**src/rtl/pcc_ram.sv**
```systemverilog
// ----------------------------------------------------------------------------
// pcc_ram
// Generic RAM: one write port, one read port with registered read data.
// ----------------------------------------------------------------------------
module pcc_ram #(
   parameter int WIDTH = 8,
   parameter int DEPTH = 512
) (
   input  logic                     clock,
   input  logic                     wr_en,
   input  logic [$clog2(DEPTH)-1:0] wr_addr,
   input  logic [WIDTH-1:0]         wr_data,
   input  logic [$clog2(DEPTH)-1:0] rd_addr,
   output logic [WIDTH-1:0]         rd_data
);

   logic [WIDTH-1:0] mem [DEPTH];

   // Read returns the old data on a same-address write; read data registered.
   always_ff @(posedge clock) begin
      if (wr_en) begin
         mem[wr_addr] <= wr_data;
      end
      rd_data <= mem[rd_addr];
   end

endmodule

```
**config.mk**
```make
export PLATFORM = sky130hd
export DESIGN_NAME = pcc_ram
export DESIGN_NICKNAME = d
export VERILOG_FILES = /design/src/rtl/pcc_ram.sv
export SDC_FILE = /design/constraint.sdc
export NUM_CORES = 2
export LEC_CHECK = 0
export ABC_AREA = 1
export BUFFER_PORTS_ARGS = -buffer_cell sky130_fd_sc_hd__buf_2
export CORE_MARGIN = 2
export CORE_UTILIZATION = 40
export DETAILED_ROUTE_END_ITERATION = 8
export PLACE_DENSITY = 0.52
export SKIP_CTS_REPAIR_TIMING = 1
export SYNTH_ARGS = -nofsm -noshare
export SYNTH_HDL_FRONTEND = slang
export SYNTH_SLANG_ARGS = --single-unit
```
**constraint.sdc**
```tcl
create_clock -name clock -period 2.7 [get_ports clock]
set_input_delay 0.54 -clock clock [delete_from_list [all_inputs] [get_ports clock]]
set_output_delay 0.54 -clock clock [all_outputs]
set_load 0.05 [all_outputs]
```
==> metrics <==
status finished, final reports clean; WL final 520600 um; DR pass1 iterations 6; pwr dens 701.3 nW/um^2; Worst Tran Pin Value 0.9290 ns; Netlist Area Pre-Place 166700 sq um; P&R area growth vs syn 18.41%; vias in the first global route 107240; hold depth 1; H-tree levels 5; All-Layer GR Usage 24.10%; initial antenna violation count 30; CP Cell Sequence buf_2; Seq/Total Area, Yosys between 70% and 80%; Wirelength per Cell 25.10 um; Vias 112017; Max VDD drop between 0.0005 and 0.0006 V; setup tns final 0 ns; Worst EP arrival 2.13 ns; CP Max Fanout 1; number of DRC markers in iteration 0 around 12000; first-pass GRT wire length 753800 um; Synth Area per Inst 12.00 sq um; TritonCTS Buffers 429; Startpoint Class flop; clock latency on the worst-skew pair just under 1 ns; buffer and inverter count on the worst path 1; final period utilization 98.75%; DRC errors left 0; Sink Count 4104; HPWL Detailed 327400 um; relative max-transition margin between 30% and 40%; Worst Hold Class in2reg; RSZ-0062 raised after global routing false; via density per instance 5.401; global route overflow 0; minimum clock period about 2.7 ns; post-layout net count between 10000 and 15000; worst clock skew 0.05636 ns; routability cong. ~0.86; Critical Path Stages 1; CTS tree yes; Starting Density ~40%; final-report hold violation count 0; Syn Inst Count around 14000; IO buf count 35; Seq cells post-synth 4104; Pleak 70.76 nW; Design Power 0.1385 W; ratio of cells with drive above 1 in the final layout 14.23%; Req. time, crit path around 2.2 ns; Max-Cap Viols 0; reg2reg setup slack 0.55 ns; Post-Syn Nets 13919; Ys Warns 0; die area 422000 sq um; crit end category primary output; CP Class reg2out; FP Rows 237; final setup violation count 0; FF-to-FF path depth 12; Worst path slowest cell dfxtp_1; fillcell total 37249; Core Region 415700 sq um; Clock Pin Slew Worst Setup and Hold Paths 0.06 ns; CTS root buf clkbuf_16; die height 649.6 um; pins over their slew limit 0; Die W 649.6 um; Antenna Nets Post-Route 0; Clock Path Buffers 4; Unique masters post-synth 16; max incr delay on CP 0.74 ns; largest net degree at the start of global routing around 120; fmax 375.1 MHz; CP top delay family flip-flops; I/O pins 36
-- worst paths after layout --
path | from | endpoint
setup / recovery | rd_data[3]$_DFF_P_ | rd_data[3]
hold / removal | wr_data[5] | mem[55][5]$_DFFE_PP_
setup reg to reg | mem[89][0]$_DFFE_PP_ | rd_data[0]$_DFF_P_
hold reg to reg | mem[440][6]$_DFFE_PP_ | rd_data[6]$_DFF_P_
-- power by group --
group / internal, W / switching (W)
sequential: 0.0701 / 0.0000972
clock: 0.0335 / 0.0252
combinational: 0.00283 / 0.00673
-- area by class of cell --
type,count,area (sq um),share of cell area (%)
Timing Repair Buffer,1537,15240,7.720
Clock buffer,534,11310,5.728
Sequential cell,4104,123200,62.38
Inverter,39,202.7,0.1027
Clock inverter,252,2455,1.243
Multi-Input combinational cell,8765,38160,19.33
Antenna cell,11,27.53,0.01394
Tap cell,5497,6878,3.484
-- metal layers --
metal	global-route usage, %	wire (um)	share of wire, %	vias to the layer above
met2	38.34	241100	46	4048
met4	7.678	17070	3.3	10
li1	-	-	-	51506
met5	0	58	0.011	-
met3	2.976	35370	6.8	773
met1	34.53	227000	44	55680
-- cells in the final DEF, fill, tap and decap left out, types with 2 or more instances in the layout --
cell type         n
inv_1            31
edfxtp_1       4096
bufinv_16        40
clkinvlp_4       15
clkbuf_1         95
nand2_1        4145
clkinv_16         4
dfxtp_2           2
nand3_1        4080
clkbuf_16       436
buf_4          1206
diode_2          11
nor2_4            2
buf_2            21
clkbuf_8          3
buf_8            11
dlygate4sd3_1     6
buf_12          292
clkinv_4          3
clkinv_8          5
inv_8             3
nor2_1          512
nor3_1            9
inv_16            6
dfxtp_1           6
clkinv_1         84
inv_6             8
clkinv_2         90
nor3_2            2
nand2_4          15
-- state kept, by name, indices dropped and copies added (netlist names) --
| name | cells |
|---|---|
| mem | 4096 |
| rd_data | 8 |
-- kinds of logic (layout without fill, tap and decap cells) --
| logic type | Yosys count | count (layout) | synth area share, % |
|---|---|---|---|
| simple gates | 8765 | 8765 | 22.80 |
| flops | 4104 | 4104 | 73.87 |
| other cells | 0 | 11 | 0 |
| buf+inv | 1022 | 2362 | 3.330 |
-- metrics by stage --
stage               area [sq um]  cells  setup WS, ns  hold slack [ns]  utilization, %
detailed placement        183600  19936       -0.5402           0.9352           44.16
finish                    197400  20739       0.03378          0.01807           47.49
floorplan                 166700  13891        0.5690           0.6389               -
CTS                       197300  20722       -0.2039          -0.1319           47.47
global route              197400  20732      0.009250         0.005282           47.48
global placement          183600  19936       -0.5150           0.9335           44.16
-- cells in the mapped netlist --
cell type  instances  area (sq um)
buf_2            517          2587
edfxtp_1        4096        123000
inv_1             34         127.6
nor2_1           514          1929
buf_12             1         20.02
buf_8              4         60.06
nand3_1         4080         20420
dfxtp_1            8         160.2
inv_2              3         11.26
clkbuf_1         184         690.7
nor3_1            11         55.05
inv_4              2         12.51
buf_6             72         810.8
buf_4            123         923.4
buf_1             82         307.8
nand2_1         4160         15610
No activity file was read; power rests on OpenSTA's default activity.
